<file path="config.mk">
export PLATFORM = sky130hd
export DESIGN_NAME = software_timer_table
export DESIGN_NICKNAME = d
export VERILOG_FILES = /design/src/rtl/stt_pkg.sv /design/src/rtl/stt_mem.sv /design/src/rtl/software_timer_table.sv
export SDC_FILE = /design/constraint.sdc
export NUM_CORES = 2
export LEC_CHECK = 0
export ABC_AREA = 0
export BUFFER_PORTS_ARGS = -buffer_cell sky130_fd_sc_hd__buf_2
export CORE_ASPECT_RATIO = 1.2
export CORE_UTILIZATION = 56
export DETAILED_ROUTE_END_ITERATION = 7
export PLACE_DENSITY = 0.72
export REMOVE_ABC_BUFFERS = 1
export SYNTH_ARGS = -nofsm -noshare
export SYNTH_HDL_FRONTEND = slang
export SYNTH_SLANG_ARGS = --single-unit
export TNS_END_PERCENT = 20
</file>
<file path="constraint.sdc">
create_clock -name clk_i -period 6.8 [get_ports clk_i]
set_input_delay 1.36 -clock clk_i [delete_from_list [all_inputs] [get_ports clk_i]]
set_output_delay 1.36 -clock clk_i [all_outputs]
set_load 0.01 [all_outputs]
</file>
<file path="src/rtl/stt_pkg.sv">
// ----------------------------------------------------------------------------
// stt_pkg: shared types and codes for the software timer table
// Request and result codes, field widths.
// ----------------------------------------------------------------------------
package stt_pkg;

  localparam int unsigned IntW  = 31;
  localparam int unsigned TimeW = 32;
  localparam int unsigned HdlW  = 4;

  localparam logic [IntW-1:0] CapReset = 31'd3600000;

  localparam logic [2:0] ReqAdd   = 3'd0;
  localparam logic [2:0] ReqResch = 3'd1;
  localparam logic [2:0] ReqUnsch = 3'd2;
  localparam logic [2:0] ReqRem   = 3'd3;
  localparam logic [2:0] ReqExec  = 3'd4;
  localparam logic [2:0] ReqNext  = 3'd5;

  localparam logic [2:0] KindDone  = 3'd0;
  localparam logic [2:0] KindFull  = 3'd1;
  localparam logic [2:0] KindNoSuch = 3'd2;
  localparam logic [2:0] KindFired = 3'd3;
  localparam logic [2:0] KindWait  = 3'd4;
  localparam logic [2:0] KindScan  = 3'd5;

  typedef struct packed {
    logic [2:0]      kind;
    logic [HdlW-1:0] handle;
    logic [IntW-1:0] wait_ms;
    logic            last;
  } result_t;

endpackage

</file>
<file path="src/rtl/stt_mem.sv">
// ----------------------------------------------------------------------------
// stt_mem: timer entry store
// One write port, one read port, registered read data.
// ----------------------------------------------------------------------------
module stt_mem #(
  parameter int unsigned Depth = 16,
  parameter int unsigned AddrW = 4,
  parameter int unsigned DataW = 63
) (
  input  logic             clk_i,
  input  logic             we_i,
  input  logic [AddrW-1:0] waddr_i,
  input  logic [DataW-1:0] wdata_i,
  input  logic [AddrW-1:0] raddr_i,
  output logic [DataW-1:0] rdata_o
);
  logic [DataW-1:0] mem [Depth];

  always_ff @(posedge clk_i) begin
    if (we_i) mem[waddr_i] <= wdata_i;
    rdata_o <= mem[raddr_i];
  end
endmodule

</file>
<file path="src/rtl/software_timer_table.sv">
// ----------------------------------------------------------------------------
// software_timer_table: table of one-shot and periodic millisecond timers
// Sequencer over a one-port-read entry memory plus per-slot flag registers.
// ----------------------------------------------------------------------------
// Add/reschedule/unschedule/remove pass through StRead and StOut to the output register;
// the next request is taken once back in idle. Execute and next walk the entry memory
// one slot a cycle while no fired word waits on a stalled output, then StFlush and StOut.
// Execute emits each fired word as it is found; a stalled output holds the walk.
// Reset clears in-use and unscheduled flags and loads the wait cap; entry
// memory contents are not cleared.
module software_timer_table #(
  parameter int unsigned NUM_TIMERS = 16
) (
  input  logic                  clk_i,
  input  logic                  rst_ni,
  input  logic                  cfg_we_i,
  input  logic [stt_pkg::IntW-1:0] cfg_wdata_i,
  input  logic                  in_valid_i,
  output logic                  in_stall_o,
  input  logic [2:0]            req_type_i,
  input  logic [3:0]            slot_i,
  input  logic [stt_pkg::IntW-1:0] first_interval_i,
  input  logic [stt_pkg::IntW-1:0] second_interval_i,
  input  logic [stt_pkg::TimeW-1:0] now_ms_i,
  output logic                  out_valid_o,
  input  logic                  out_stall_i,
  output logic [2:0]            result_kind_o,
  output logic [3:0]            handle_o,
  output logic [stt_pkg::IntW-1:0] wait_ms_o,
  output logic                  last_o
);
  import stt_pkg::*;

  localparam int unsigned AW = (NUM_TIMERS > 1) ? $clog2(NUM_TIMERS) : 1;
  localparam int unsigned CW = $clog2(NUM_TIMERS + 1);
  localparam int unsigned DW = TimeW + IntW;

  typedef enum logic [2:0] {
    StIdle, StRead, StScan, StOut, StFlush
  } state_e;

  state_e state_q;
  logic [IntW-1:0] cap_q;
  logic [NUM_TIMERS-1:0] use_q, uns_q;
  logic [2:0] req_q;
  logic [3:0] slot_q;
  logic [IntW-1:0] first_q, second_q, best_q;
  logic [TimeW-1:0] now_q;
  logic [CW-1:0] idx_q;      // next slot to read
  logic [AW-1:0] cur_q;      // slot whose data is on rdata
  logic          due_any_q;
  result_t res_q;
  result_t out_q;
  logic    ovalid_q;

  logic          we;
  logic [AW-1:0] waddr, raddr;
  logic [DW-1:0] wdata, rdata;

  stt_mem #(.Depth(NUM_TIMERS), .AddrW(AW), .DataW(DW)) u_mem (
    .clk_i, .we_i(we), .waddr_i(waddr), .wdata_i(wdata),
    .raddr_i(raddr), .rdata_o(rdata)
  );

  logic [TimeW-1:0] r_trig, delta;
  logic [IntW-1:0]  r_per;
  logic             r_live, r_due;
  assign r_trig = rdata[DW-1:IntW];
  assign r_per  = rdata[IntW-1:0];
  assign delta  = r_trig - now_q;
  assign r_due  = (delta == '0) || delta[TimeW-1];
  assign r_live = use_q[cur_q] && !uns_q[cur_q];

  // lowest free slot
  logic          free_any;
  logic [AW-1:0] free_idx;
  always_comb begin
    free_any = 1'b0;
    free_idx = '0;
    for (int i = NUM_TIMERS - 1; i >= 0; i--) begin
      if (!use_q[i]) begin
        free_any = 1'b1;
        free_idx = AW'(i);
      end
    end
  end

  logic slot_ok;
  assign slot_ok = ({28'd0, slot_q} < 32'(NUM_TIMERS)) && use_q[AW'(slot_q)];

  logic in_acc, out_free;
  assign out_free  = !ovalid_q || !out_stall_i;
  assign in_stall_o = (state_q != StIdle);
  assign in_acc    = in_valid_i && !in_stall_o;

  logic scan_fire;
  assign scan_fire = (state_q == StScan) && (req_q == ReqExec) && r_live && r_due;

  // output register load: a fired word during the walk, or the final word
  logic load_out;
  assign load_out = (scan_fire && out_free) || (state_q == StOut && out_free);

  result_t next_word;
  always_comb begin
    next_word = '{kind: KindFired, handle: 4'(cur_q), wait_ms: '0, last: 1'b0};
    if (state_q == StOut) next_word = res_q;
  end

  always_comb begin
    we    = 1'b0;
    waddr = cur_q;
    wdata = {r_trig + {1'b0, r_per}, r_per};
    raddr = idx_q[AW-1:0];
    if (state_q == StIdle && in_acc) begin
      raddr = '0;
    end
    if (state_q == StRead) begin
      if (req_q == ReqAdd) begin
        we = free_any; waddr = free_idx;
        wdata = {now_q + {1'b0, first_q}, second_q};
      end else if (req_q == ReqResch) begin
        we = slot_ok; waddr = AW'(slot_q);
        wdata = {now_q + {1'b0, first_q}, second_q};
      end
    end
    if (scan_fire && out_free) we = 1'b1;
    // hold the read of the current slot while its fired word waits on a busy output
    if (state_q == StScan && scan_fire && !out_free) raddr = cur_q;
  end

  always_ff @(posedge clk_i or negedge rst_ni) begin
    if (!rst_ni) begin
      state_q <= StIdle;
      cap_q <= CapReset;
      use_q <= '0;
      uns_q <= '0;
      ovalid_q <= 1'b0;
      out_q <= '0;
      idx_q <= '0;
      cur_q <= '0;
    end else begin
      if (cfg_we_i) cap_q <= cfg_wdata_i;
      if (load_out) begin
        ovalid_q <= 1'b1;
        out_q <= next_word;
      end else if (ovalid_q && !out_stall_i) begin
        ovalid_q <= 1'b0;
      end
      case (state_q)
        StIdle: begin
          if (in_acc) begin
            req_q <= req_type_i; slot_q <= slot_i;
            first_q <= first_interval_i; second_q <= second_interval_i;
            now_q <= now_ms_i;
            best_q <= cap_q;
            due_any_q <= 1'b0;
            idx_q <= CW'(1);
            cur_q <= '0;
            if (req_type_i == ReqExec || req_type_i == ReqNext) state_q <= StScan;
            else if (req_type_i <= ReqRem) state_q <= StRead;
          end
        end
        StRead: begin
          res_q.wait_ms <= '0;
          res_q.last <= 1'b1;
          if (req_q == ReqAdd) begin
            res_q.kind <= free_any ? KindDone : KindFull;
            res_q.handle <= free_any ? 4'(free_idx) : '0;
            if (free_any) begin
              use_q[free_idx] <= 1'b1; uns_q[free_idx] <= 1'b0;
            end
          end else begin
            res_q.handle <= slot_q;
            res_q.kind <= slot_ok ? KindDone : KindNoSuch;
            if (slot_ok) begin
              case (req_q)
                ReqResch: uns_q[AW'(slot_q)] <= 1'b0;
                ReqUnsch: uns_q[AW'(slot_q)] <= 1'b1;
                default: begin
                  use_q[AW'(slot_q)] <= 1'b0; uns_q[AW'(slot_q)] <= 1'b0;
                end
              endcase
            end
          end
          state_q <= StOut;
        end
        StScan: begin
          if (!(scan_fire && !out_free)) begin
            if (scan_fire) begin
              if (r_per == '0) begin
                use_q[cur_q] <= 1'b0; uns_q[cur_q] <= 1'b0;
              end
            end
            if (req_q == ReqNext && r_live) begin
              if (r_due) due_any_q <= 1'b1;
              else if (delta < {1'b0, best_q}) best_q <= delta[IntW-1:0];
            end
            if (32'(cur_q) == NUM_TIMERS - 1) begin
              state_q <= StFlush;
            end else begin
              cur_q <= idx_q[AW-1:0];
              idx_q <= idx_q + CW'(1);
            end
          end
        end
        StFlush: begin
          res_q.handle <= '0;
          res_q.last <= 1'b1;
          if (req_q == ReqExec) begin
            res_q.kind <= KindScan; res_q.wait_ms <= '0;
          end else begin
            res_q.kind <= KindWait;
            res_q.wait_ms <= due_any_q ? '0 : best_q;
          end
          state_q <= StOut;
        end
        StOut: begin
          if (out_free) begin
            state_q <= StIdle;
          end
        end
        default: state_q <= StIdle;
      endcase
      // StRead/StFlush write res_q while a fired word may still wait
    end
  end

  assign out_valid_o   = ovalid_q;
  assign result_kind_o = out_q.kind;
  assign handle_o      = out_q.handle;
  assign wait_ms_o     = out_q.wait_ms;
  assign last_o        = out_q.last;
endmodule
</file>
==> results.cfg <==
[status]
status = finished clean

[grt]
grt_pass1_vias = 34440
gr-total-overflow = 0
track_usage = 0.2873
grt_first_pass_wirelength_um = 219400
antenna_found_initial = 6
grt_max_degree = 73

[logic_synthesis]
syn_area_mm2 = 0.05741
yosys.area.top_type_share = 0.6167
yosys.area_share.simple = 0.06257
syn_area_per_cell_um2 = 14.56
yosys.area.top_type = edfxtp_1
synth-adder-area-share = 0.02807
synth_top_family_by_area = multiplexers
synthMuxAreaShare = 0.09903
synth_common_cells = 1179 x edfxtp_1, 514 x mux2i_1, 299 x nand2_1, 257 x o22ai_1, 143 x a21oi_1
ys_ff_latch = 1356
synth_top_flop_cell = edfxtp_1
synthArstFlopShare = 0.08407
synthXorXnorAreaFrac = 0.01159
synth_compound_gate_area_share = 0.08909
yosysSeqAreaShare = 0.6886
post-synth-top-count-cell = edfxtp_1
syn_inst = 3944
synth.area.top_cells = edfxtp_1 62%, mux2i_1 9.0%, dfrtp_1 4.5%
synth_warnings = 0
synth_enable_flop_cells = 1179
synthDistinctLibCells = 82

[placement]
dp_hpwl_um = 86430
post-place-ws_ns = 1.088
placed_area_mm2 = 0.06096
dp.cells = 5423
place_congestion = 0.9048
numPortBuffers = 177

[die]
die_h_um = 352.8
fp-row-count = 128
die_x_um = 294.3
die_area_mm2 = 0.1038
start_util = 0.5654
num_io_pins = 178
core_area_mm2 = 0.1015

[drt]
vias = 35640
drt_iter0_markers = 3559
drcViolationCount = 0
wire_per_inst_um = 26.46
ant_nets = 0
routed_wl_um = 150000
dr.pass1.iters = 8
viasPerCell = 6.285

[clock_network]
cts_hold_buffers = 0
htree_levels = 4
cts_tree = yes
numCtsBuffers = 134
cts.sinks = 1356
path_clk_slew_ns = 0.06
root_buffer = clkbuf_16
ctsResizeCount = 0
clock_latency_ns = 0.76
post_cts_buffers = 0
cts_buffer_depth = 3

[timing]
hold_violations = 0
tns_ns = 0
fin_ws_ns = 0.9763
grt_setup_unrepaired = no
slew_headroom = 0.08115
worst_slew_pin_slew_ns = 1.378
slew_violations = 0
hold_ws_ns = 0.4723
fin_crit_ns = 5.824
setup-violations-final = 0
fmax_mhz = 171.7
clock_skew_ns = 0.03742
finalCritPeriodShare = 0.8564

[flow_run]
max_cap_violations = 0

[setup_path]
end_kind = flip-flop
worst-setup-path-type = flip-flop to flip-flop
cp_max_fo = 27
required_ns = 7.42
critPathLaunchType = flip-flop
reg2reg_slack_ns = 0.98
worst_ep_arrival_time_ns = 6.44

[min_path]
hp-class = flip-flop to flip-flop

[power_and_ir_drop]
pwr_density_cell_mw_per_mm2 = 474.3
max-vdd-ir-drop_mv = 0.2989
p_leak_uw = 0.02433

[cells_and_area]
area_growth_pct = 13.80
fin_nets = 4458
final_cells = 5670
design_area_mm2 = 0.06534
drive_gt1_frac = 0.1392
[worst paths after layout]
check,start,end,cells past startpoint
min in group asynchronous,rst_ni,wait_ms_o[20],1
hold reg to reg,handle_o[2],handle_o[2],2
hold / removal,handle_o[2],handle_o[2],2
max in group asynchronous,rst_ni,async pin,2
setup reg to reg,now_q[18],u_mem.rdata_o[37],18
setup / recovery,now_q[18],u_mem.rdata_o[37],18
[cells in the final DEF (no fill, tap or decap), types with 65 or more instances in the layout]
cell | netlist | final
mux2i_1 | 514 | 511
buf_4 | 11 | 73
inv_1 | 113 | 112
a21oi_1 | 143 | 143
nor2_1 | 122 | 105
clkbuf_16 | 0 | 134
buf_2 | 43 | 176
o22ai_1 | 257 | 257
edfxtp_1 | 1179 | 1179
dfrtp_1 | 103 | 103
ha_1 | 124 | 124
o21ai_0 | 130 | 129
or4_1 | 65 | 65
nand2_1 | 299 | 298
[cells by family (layout without fill, tap and decap cells)]
family	count (synthesis)	in the layout
compound gates	802	802
flops	1356	1356
fa+ha+maj	127	127
buf+inv	293	653
xor+xnor	76	76
simple gates	734	734
other cells	0	1
mux	556	556
[state kept, by name, indices dropped and copies added, names as in the netlist, named ones only]
name / count
u_mem.mem: 1008
u_mem.rdata_o: 63
res_q: 38
now_q: 32
best_q: 31
cap_q: 31
first_q: 31
second_q: 31
wait_ms_o: 31
use_q: 16
cur_q: 4
handle_o: 4
idx_q: 4
slot_q: 4
req_q: 3
result_kind_o: 3
state_q: 3
due_any_q: 1
last_o: 1
out_valid_o: 1
[worst max-delay path: stages (launching register included)]
cell and delay, ns:
edfxtp_1 0.44, inv_1 0.07, ha_1 0.37, a21oi_1 0.46
o21ai_0 0.25, a211oi_1 0.54, a211oi_1 0.27, a211o_1 0.36
xnor2_1 0.25, and2_1 0.20, nand4_2 0.16, a21oi_4 0.29
buf_4 0.26, mux2i_4 0.28, buf_4 0.29, buf_12 0.28
mux2i_1 0.25, o22ai_1 0.10, or4_1 0.50
[metrics by stage]
step | power (uW) | utilization
2_1_floorplan | 20090 | -
3_3_place_gp | 23310 | 0.6003
3_5_place_dp | 23620 | 0.6003
4_1_cts | 30900 | 0.6435
5_1_grt | 32340 | 0.6435
6_report | 30990 | 0.6435
[area by class of cell]
| type | count | area (um^2) |
|---|---|---|
| antenna | 1 | 2.502 |
| tap | 1365 | 1708 |
| fill | 7312 | 36200 |
| timing repair buffer | 292 | 2290 |
| clock inverter | 70 | 758.2 |
| inverter | 115 | 431.7 |
| sequential | 1356 | 39530 |
| multi-input combinational | 2295 | 17000 |
| clock buffer | 176 | 3621 |
[report_power, final]
group	total, uW	leakage [uW]	internal, uW	switching (uW)
logic	10800	0.00960	3760	7010
registers	12900	0.0126	12200	706
clock network	7310	0.00213	4070	3240
total	31000	0.0243	20000	11000
[metal layers]
layer,part of all wire,GRT usage
met1,0.40,0.3936
met2,0.48,0.4635
met5,0.00040,0
met4,0.036,0.1119
met3,0.084,0.04487
(Power assumes the default switching activity.)
